**src/hw/rtl/cbh_pkg.sv**
```systemverilog
package cbh_pkg;

  // Field widths fixed by the interface.
  localparam int VOLT_W    = 16;
  localparam int TOL_W     = 16;
  localparam int MOD_IDX_W = 6;
  localparam int CFG_IDX_W = 8;
  localparam int CFG_DAT_W = 16;

  // Sums against the minimum are formed one bit wider so they never wrap.
  localparam int SUM_W = VOLT_W + 1;

  // Configuration register indexes.
  localparam logic [CFG_IDX_W-1:0] CFG_START_TOL = CFG_IDX_W'(0);
  localparam logic [CFG_IDX_W-1:0] CFG_STOP_TOL  = CFG_IDX_W'(1);

  // One voltage request.
  typedef struct packed {
    logic [VOLT_W-1:0] voltage_mv;
    logic              last_module;
  } cbh_in_t;

  // One module decision.
  typedef struct packed {
    logic [MOD_IDX_W-1:0] module_index;
    logic                 discharge;
    logic                 last_result;
  } cbh_out_t;

  // Operations of the shared arithmetic unit.
  typedef enum logic [0:0] {
    ALU_ADD = 1'b0,
    ALU_LT  = 1'b1
  } cbh_alu_op_t;

  // Operand bundle handed to the shared arithmetic unit.
  typedef struct packed {
    cbh_alu_op_t      op;
    logic [SUM_W-1:0] a;
    logic [SUM_W-1:0] b;
  } cbh_alu_req_t;

  // Results of the shared arithmetic unit.
  typedef struct packed {
    logic [SUM_W-1:0] sum;
    logic             lt;
  } cbh_alu_rsp_t;

endpackage

```
**src/hw/rtl/cbh_ram.sv**
```systemverilog
module cbh_ram #(
  parameter int WIDTH = 16,
  parameter int DEPTH = 32,
  localparam int AddrW = (DEPTH > 1) ? $clog2(DEPTH) : 1
) (
  input  logic             clk,
  input  logic             we,
  input  logic [AddrW-1:0] waddr,
  input  logic [WIDTH-1:0] wdata,
  input  logic             re,
  input  logic [AddrW-1:0] raddr,
  output logic [WIDTH-1:0] rdata
);

  logic [WIDTH-1:0] mem [DEPTH];

  // Single write port, registered read port that holds while idle.
  always_ff @(posedge clk) begin
    if (we) begin
      mem[waddr] <= wdata;
    end
    if (re) begin
      rdata <= mem[raddr];
    end
  end

endmodule

```
**src/hw/rtl/cbh_alu.sv**
```systemverilog
module cbh_alu
  import cbh_pkg::*;
(
  input  cbh_alu_req_t req,
  output cbh_alu_rsp_t rsp
);

  logic [SUM_W:0] diff;

  // One adder and one subtract-based compare; the sequencer picks what it needs.
  assign diff    = {1'b0, req.a} - {1'b0, req.b};
  assign rsp.sum = (req.op == ALU_ADD) ? (req.a + req.b) : diff[SUM_W-1:0];
  assign rsp.lt  = diff[SUM_W];

endmodule

```
**src/hw/rtl/cell_balance_hysteresis_unit.sv**
```systemverilog
// Passive cell balancing against the lowest module, with hysteresis. Module voltages
// arrive one request each, in module order, and the final module of a round carries
// last_module. Each voltage is stored and the block tracks the round's lowest voltage.
// On the final module the block forms lowest + start tolerance and lowest + stop
// tolerance, then walks the stored modules and emits one decision each in index order:
// it reads the stored voltage, tests it against the start threshold, tests it against
// the stop threshold only when the start test misses, and emits the decision, holding
// while the output is stalled. All of this goes through one shared adder/comparator.
// A module's discharge bit is set above the start threshold, cleared below the stop
// threshold and kept otherwise; the bits persist across rounds and reset clears them.
// Voltages beyond MODULE_COUNT_MAX in one round are dropped, but a marker on a dropped
// voltage still ends the round. The tolerance registers are written through the cfg
// port, which is always ready.
module cell_balance_hysteresis_unit
  import cbh_pkg::*;
#(
  parameter int MODULE_COUNT_MAX = 32
) (
  input  logic                 clk,
  input  logic                 rst,
  input  logic                 in_valid,
  output logic                 in_stall,
  input  cbh_in_t              in_data,
  output logic                 out_valid,
  input  logic                 out_stall,
  output cbh_out_t             out_data,
  input  logic                 cfg_valid,
  output logic                 cfg_ready,
  input  logic [CFG_IDX_W-1:0] cfg_index,
  input  logic [CFG_DAT_W-1:0] cfg_data
);

  localparam int CntW  = $clog2(MODULE_COUNT_MAX + 1);
  localparam int AddrW = (MODULE_COUNT_MAX > 1) ? $clog2(MODULE_COUNT_MAX) : 1;
  localparam logic [CntW-1:0] CntMax = CntW'(MODULE_COUNT_MAX);

  typedef enum logic [6:0] {
    S_IDLE    = 7'b0000001,
    S_UPPER   = 7'b0000010,
    S_LOWER   = 7'b0000100,
    S_READ    = 7'b0001000,
    S_TEST_HI = 7'b0010000,
    S_TEST_LO = 7'b0100000,
    S_EMIT    = 7'b1000000
  } state_t;

  state_t                  state;
  logic [TOL_W-1:0]        start_tol;
  logic [TOL_W-1:0]        stop_tol;
  logic [CntW-1:0]         load_count;
  logic [VOLT_W-1:0]       run_min;
  logic [CntW-1:0]         walk;
  logic [SUM_W-1:0]        upper;
  logic [SUM_W-1:0]        lower;
  logic [MODULE_COUNT_MAX-1:0] disch_bits;

  logic              in_acc;
  logic              room;
  logic              out_free;
  logic              emit_fire;
  logic [CntW-1:0]   walk_inc;
  logic              walk_last;
  logic [VOLT_W-1:0] ram_rdata;
  cbh_alu_req_t      alu_req;
  cbh_alu_rsp_t      alu_rsp;

  // Handshake decodes.
  assign cfg_ready = 1'b1;
  assign in_stall  = (state != S_IDLE);
  assign in_acc    = in_valid && (state == S_IDLE);
  assign room      = (load_count < CntMax);
  assign out_free  = !out_valid || !out_stall;
  assign emit_fire = (state == S_EMIT) && out_free;
  assign walk_inc  = walk + CntW'(1);
  assign walk_last = (walk_inc == load_count);

  // Voltage store: written while loading, read once per module during the walk.
  cbh_ram #(
    .WIDTH(VOLT_W),
    .DEPTH(MODULE_COUNT_MAX)
  ) u_store (
    .clk  (clk),
    .we   (in_acc && room),
    .waddr(load_count[AddrW-1:0]),
    .wdata(in_data.voltage_mv),
    .re   (state == S_READ),
    .raddr(walk[AddrW-1:0]),
    .rdata(ram_rdata)
  );

  // Operand selection for the shared unit, one use per sequencer state.
  always_comb begin
    alu_req.op = ALU_LT;
    alu_req.a  = '0;
    alu_req.b  = '0;
    case (state)
      S_IDLE: begin
        alu_req.a = {1'b0, in_data.voltage_mv};
        alu_req.b = {1'b0, run_min};
      end
      S_UPPER: begin
        alu_req.op = ALU_ADD;
        alu_req.a  = {1'b0, run_min};
        alu_req.b  = {1'b0, start_tol};
      end
      S_LOWER: begin
        alu_req.op = ALU_ADD;
        alu_req.a  = {1'b0, run_min};
        alu_req.b  = {1'b0, stop_tol};
      end
      S_TEST_HI: begin
        alu_req.a = upper;
        alu_req.b = {1'b0, ram_rdata};
      end
      S_TEST_LO: begin
        alu_req.a = {1'b0, ram_rdata};
        alu_req.b = lower;
      end
      default: begin
        alu_req.op = ALU_LT;
      end
    endcase
  end

  cbh_alu u_alu (
    .req(alu_req),
    .rsp(alu_rsp)
  );

  // Configuration registers.
  always_ff @(posedge clk) begin
    if (rst) begin
      start_tol <= '0;
      stop_tol  <= '0;
    end else if (cfg_valid && cfg_ready) begin
      case (cfg_index)
        CFG_START_TOL: start_tol <= cfg_data;
        CFG_STOP_TOL:  stop_tol  <= cfg_data;
        default: begin
        end
      endcase
    end
  end

  // Sequencer: load voltages, form thresholds, then walk the stored modules.
  always_ff @(posedge clk) begin
    if (rst) begin
      state      <= S_IDLE;
      load_count <= '0;
      run_min    <= '1;
      walk       <= '0;
      disch_bits <= '0;
    end else begin
      case (state)
        S_IDLE: begin
          if (in_acc) begin
            if (room) begin
              load_count <= load_count + CntW'(1);
              if (alu_rsp.lt) begin
                run_min <= in_data.voltage_mv;
              end
            end
            if (in_data.last_module) begin
              walk  <= '0;
              state <= S_UPPER;
            end
          end
        end
        S_UPPER: begin
          state <= S_LOWER;
        end
        S_LOWER: begin
          state <= S_READ;
        end
        S_READ: begin
          state <= S_TEST_HI;
        end
        S_TEST_HI: begin
          if (alu_rsp.lt) begin
            disch_bits[walk[AddrW-1:0]] <= 1'b1;
            state <= S_EMIT;
          end else begin
            state <= S_TEST_LO;
          end
        end
        S_TEST_LO: begin
          if (alu_rsp.lt) begin
            disch_bits[walk[AddrW-1:0]] <= 1'b0;
          end
          state <= S_EMIT;
        end
        S_EMIT: begin
          if (out_free) begin
            if (walk_last) begin
              load_count <= '0;
              run_min    <= '1;
              state      <= S_IDLE;
            end else begin
              walk  <= walk_inc;
              state <= S_READ;
            end
          end
        end
        default: begin
          state <= S_IDLE;
        end
      endcase
    end
  end

  // Thresholds are captured from the shared adder.
  always_ff @(posedge clk) begin
    if (state == S_UPPER) begin
      upper <= alu_rsp.sum;
    end
    if (state == S_LOWER) begin
      lower <= alu_rsp.sum;
    end
  end

  // Output register; it frees the sequencer while a decision waits downstream.
  always_ff @(posedge clk) begin
    if (rst) begin
      out_valid <= 1'b0;
    end else if (emit_fire) begin
      out_valid <= 1'b1;
    end else if (!out_stall) begin
      out_valid <= 1'b0;
    end
  end

  always_ff @(posedge clk) begin
    if (emit_fire) begin
      out_data.module_index <= MOD_IDX_W'(walk);
      out_data.discharge    <= disch_bits[walk[AddrW-1:0]];
      out_data.last_result  <= walk_last;
    end
  end

`ifndef SYNTHESIS
  // The fill count never passes the store's capacity.
  a_count_bound: assert property (@(posedge clk) disable iff (rst)
    load_count <= CntMax)
    else $error("load count beyond capacity");

  // The walk only visits modules that were loaded this round.
  a_walk_in_range: assert property (@(posedge clk) disable iff (rst)
    (state == S_READ || state == S_TEST_HI || state == S_TEST_LO || state == S_EMIT)
    |-> (walk < load_count))
    else $error("walk index outside the loaded modules");

  // The final decision of a round returns the block to loading with a fresh round.
  a_round_end: assert property (@(posedge clk) disable iff (rst)
    (emit_fire && walk_last) |=> (state == S_IDLE && load_count == '0 && run_min == '1))
    else $error("round state not cleared after the final decision");

  // A new decision only appears after the emit step.
  a_out_source: assert property (@(posedge clk) disable iff (rst)
    $rose(out_valid) |-> $past(state == S_EMIT))
    else $error("output became valid outside the emit step");
`endif

endmodule
```
**config.mk**
```make
export PLATFORM = sky130hd
export DESIGN_NAME = cell_balance_hysteresis_unit
export DESIGN_NICKNAME = d
export VERILOG_FILES = /design/src/hw/rtl/cbh_pkg.sv /design/src/hw/rtl/cbh_ram.sv /design/src/hw/rtl/cbh_alu.sv /design/src/hw/rtl/cell_balance_hysteresis_unit.sv
export SDC_FILE = /design/constraint.sdc
export NUM_CORES = 1
export LEC_CHECK = 0
export ABC_CLOCK_PERIOD_IN_PS = 4500
export BUFFER_PORTS_ARGS = -buffer_cell sky130_fd_sc_hd__buf_2
export CORE_MARGIN = 2
export CORE_UTILIZATION = 40
export DETAILED_ROUTE_END_ITERATION = 12
export GPL_TIMING_DRIVEN = 0
export PLACE_DENSITY = 0.61
export SYNTH_ARGS = -nofsm -noshare
export SYNTH_HDL_FRONTEND = slang
export SYNTH_SLANG_ARGS = --single-unit
```
**constraint.sdc**
```tcl
create_clock -name clk -period 4.5 [get_ports clk]
set_input_delay 0.225 -clock clk [delete_from_list [all_inputs] [get_ports clk]]
set_output_delay 0.225 -clock clk [all_outputs]
set_load 0.02 [all_outputs]
```
==> flow_metrics.env <==
export IMPL_seq_area_frac_synth=0.690
export IMPL_cp_max_fo=10
export IMPL_switching_share=0.235
export IMPL_antenna_found_initial=4
export IMPL_grt_busiest_layer="met2"
export IMPL_post_drt_via_cell_ratio=5.84
export IMPL_gp_congestion=0.931
export IMPL_portBuffers=54
export IMPL_synthArstFlopShare=0
export IMPL_p_leak_nw=10.7
export IMPL_nNetsFinal=1981
export IMPL_ys_top_cells_by_area="edfxtp_1, mux4_2, dfxtp_1"
export IMPL_fin_util=0.478
export IMPL_synth_edf_count=570
export IMPL_max_cap_violations=0
export IMPL_synth_commonest_cells="edfxtp_1, mux4_2, a22oi_1"
export IMPL_num_vias=16819
export IMPL_grt_overflow=0
export IMPL_final_min_clock_period_ns=4.32
export IMPL_dr_pass1_iters=5
export IMPL_start_util=0.404
export IMPL_critical_path_buf_inv_count=3
export IMPL_max_slew_margin=0.180
export IMPL_cts_buffer_depth=3
export IMPL_use_met1=0.306
export IMPL_synth_flop_cell="edfxtp_1"
export IMPL_crit_required_ns=4.98
export IMPL_whs_ns=0.0929
export IMPL_synth_seq_cells=670
export IMPL_comb_power_share=0.099
export IMPL_post_synth_top_count_cell="edfxtp_1"
export IMPL_use_met2=0.343
export IMPL_finalHoldViolations=0
export IMPL_status="finished, final reports clean"
export IMPL_synthesis_area_mm2=0.0277
export IMPL_drt_iter0_markers=2041
export IMPL_max_freq_mhz=232
export IMPL_synth_cells=1697
export IMPL_slowest_stage="or4_4"
export IMPL_power_frac_seq=0.491
export IMPL_cts_root_buf="clkbuf_16"
export IMPL_postLayoutSetupSlackWorst_ns=0.182
export IMPL_dieArea_mm2=0.0714
export IMPL_startpoint_type="flop"
export IMPL_grt_pass1_vias=16583
export IMPL_p_sw_mw=3.30
export IMPL_grt_max_degree=35
export IMPL_tightestPinTransition_ns=1.23
export IMPL_drv_slew=0
export IMPL_synthToLayoutAreaGrowth_pct=18.3
export IMPL_track_usage=0.223
export IMPL_synth_warnings=0
export IMPL_wl_per_cell_um=27.3
export IMPL_place_ws_ns=-1.97
export IMPL_ios=57
export IMPL_met3_usage=0.0502
export IMPL_fill_cells=5804
export IMPL_fp_dieH_um=267
export IMPL_end_kind="flop"
export IMPL_criticalPathCategory="flop to flop"
export IMPL_worstPathArrival_ns=4.79
export IMPL_cts_reportedPaths_clkPinSlew_ns=0.06
export IMPL_skew_ns=0.0276
export IMPL_vdd_ir_drop_max_mv=0.260
export IMPL_wl_mm=78.7
export IMPL_max_stage_delay_ns=0.42
export IMPL_synth_top_cell_area_share=0.617
export IMPL_crit_family="simple AND/OR/NAND/NOR gates"
export IMPL_synth_nets=1786
export IMPL_synth_largest_area_cell="edfxtp_1"
export IMPL_p_int_mw=10.8
export IMPL_cts_made_buffers=72
export IMPL_p_per_area_mw_per_mm2=428
export IMPL_layout_drive_gt1_share=0.231
export IMPL_grt_first_pass_wirelength_mm=114
export IMPL_crit_chain="or3_4 > or3_4 > a21oi_4 > clkbuf_4 > a22oi_1 > nand2_1 > ha_1 > and2_1 > a221oi_4 > a21boi_1 > o21a_2 > or4_4 > buf_6 > buf_6 > mux2i_1 > nand2_1"
export IMPL_hp_class="input pin to flop"
export IMPL_num_rows=96
export IMPL_core_area_mm2=0.0686
export IMPL_avgSynthCellArea_um2=16.3
export IMPL_period_share=0.959
export IMPL_cts_sinks=670
export IMPL_detail_route_antenna_nets=0
export IMPL_htree_levels=3
export IMPL_cts_tree="done"
export IMPL_power_frac_clock=0.411
export IMPL_synthDistinctLibCells=66
export IMPL_rrSetupSlack_ns=0.18
export IMPL_insertion_delay_ns=0.62
export IMPL_hpwl_mm=53.2
export IMPL_post_route_drc_count=0
export IMPL_setup_viol=0
export IMPL_die_width_um=267
[layout make-up]
type / instances / area [um2] / share of cell area
Inverter: 43 / 161 / 0.00492
Clock inverter: 33 / 248 / 0.00755
Timing Repair Buffer: 125 / 1220 / 0.0371
Tap cell: 931 / 1160 / 0.0355
Multi-Input combinational cell: 879 / 8310 / 0.253
Buffer: 101 / 533 / 0.0162
Antenna cell: 1 / 2.50 / 0.0000763
Clock buffer: 98 / 2050 / 0.0626
Sequential cell: 670 / 19100 / 0.583
[repair_timing]
action	CTS	global route
hold buffers	19	0
endpoints found under the setup margin	93	68
resized for setup	68	42
endpoints found under the hold margin	34	0
buffers inserted	10	10
pin swaps	8	11
[path summary, 6_finish.rpt]
path | startpoint | to | cells past startpoint
worst max-delay path | state[3] | run_min[5] | 16
worst min-delay path | rst | load_count[4] | 3
worst max register to register | state[3] | run_min[5] | 16
worst min register to register | walk[4] | out_data[6] | 0
[tightest hold or removal path, stage by stage]
cell and delay [ns]:
clkbuf_1 0.16, inv_1 0.14, a32o_1 0.14
[through the flow]
step           area (um2)  std cells  setup TNS (ns)  power, mW
6_report            32800       2881               0       14.1
5_1_grt             32800       2880        -0.00438       14.6
4_1_cts             32600       2870               0       14.1
3_5_place_dp        29800       2714         -116.33       8.29
3_3_place_gp        29200       2682         -115.20       8.25
2_1_floorplan       27700       1697               0       7.85
[power by group through the flow]
stage                     Clock (mW)  Combinational (mW)  Sequential (mW)
after floorplan                    0               0.832             7.02
after global placement             0                1.22             7.02
after detailed placement           0                1.26             7.03
after CTS                       5.86                1.32             6.89
after global routing            6.13                1.52             6.90
final                           5.77                1.39             6.90
[per-layer routing]
layer | up-vias | part of all wire
li1 | 7205 | -
met1 | 8654 | 0.41
met2 | 804 | 0.45
met4 | 4 | 0.041
met3 | 152 | 0.091
met5 | - | 0.00027
[layout by cell type (no fill, tap or decap), types with 7 or more instances in the layout]
master	netlist	routed
edfxtp_1	570	570
mux4_2	136	136
a22oi_1	116	116
dfxtp_1	100	99
nand2_1	95	94
clkbuf_16	0	77
clkbuf_1	79	70
nor2_1	101	64
buf_2	2	56
mux2i_1	49	49
inv_1	42	42
a21oi_1	43	40
a211oi_1	41	39
ha_1	41	36
nor2_2	0	32
a31oi_1	29	29
buf_4	3	27
buf_8	0	25
o21ai_0	23	23
a221oi_1	22	20
nand4_1	19	19
dlygate4sd3_1	0	19
buf_1	18	16
xnor2_1	15	15
clkinv_1	0	15
nand3_1	14	13
nor2b_1	12	11
nand2b_1	11	11
clkinv_2	0	11
xor2_1	10	10
buf_16	0	10
nor3_1	10	9
clkbuf_8	0	9
clkbuf_2	1	7
nor3b_1	10	7
[state kept, by name, indices dropped and copies added, names as in the netlist, named ones only]
| signal | cells |
|---|---|
| load_count | 6 |
| lower | 17 |
| out_data | 8 |
| out_valid | 1 |
| run_min | 16 |
| start_tol | 16 |
| state | 7 |
| stop_tol | 16 |
| u_store.mem | 512 |
| u_store.rdata | 16 |
| upper | 17 |
| walk | 6 |
[logic make-up after synthesis]
family / after synthesis / synth area share
flip-flops: 670 / 0.690
AO/OA/AOI/OAI: 315 / 0.0801
AND/OR/NAND/NOR: 309 / 0.0526
multiplexers: 186 / 0.129
buffers and inverters: 148 / 0.0211
adder cells (fa/ha/maj): 43 / 0.0199
XOR/XNOR: 25 / 0.00790
other: 1 / 0.000135
Note: power is estimated with default switching activity, not from simulation.
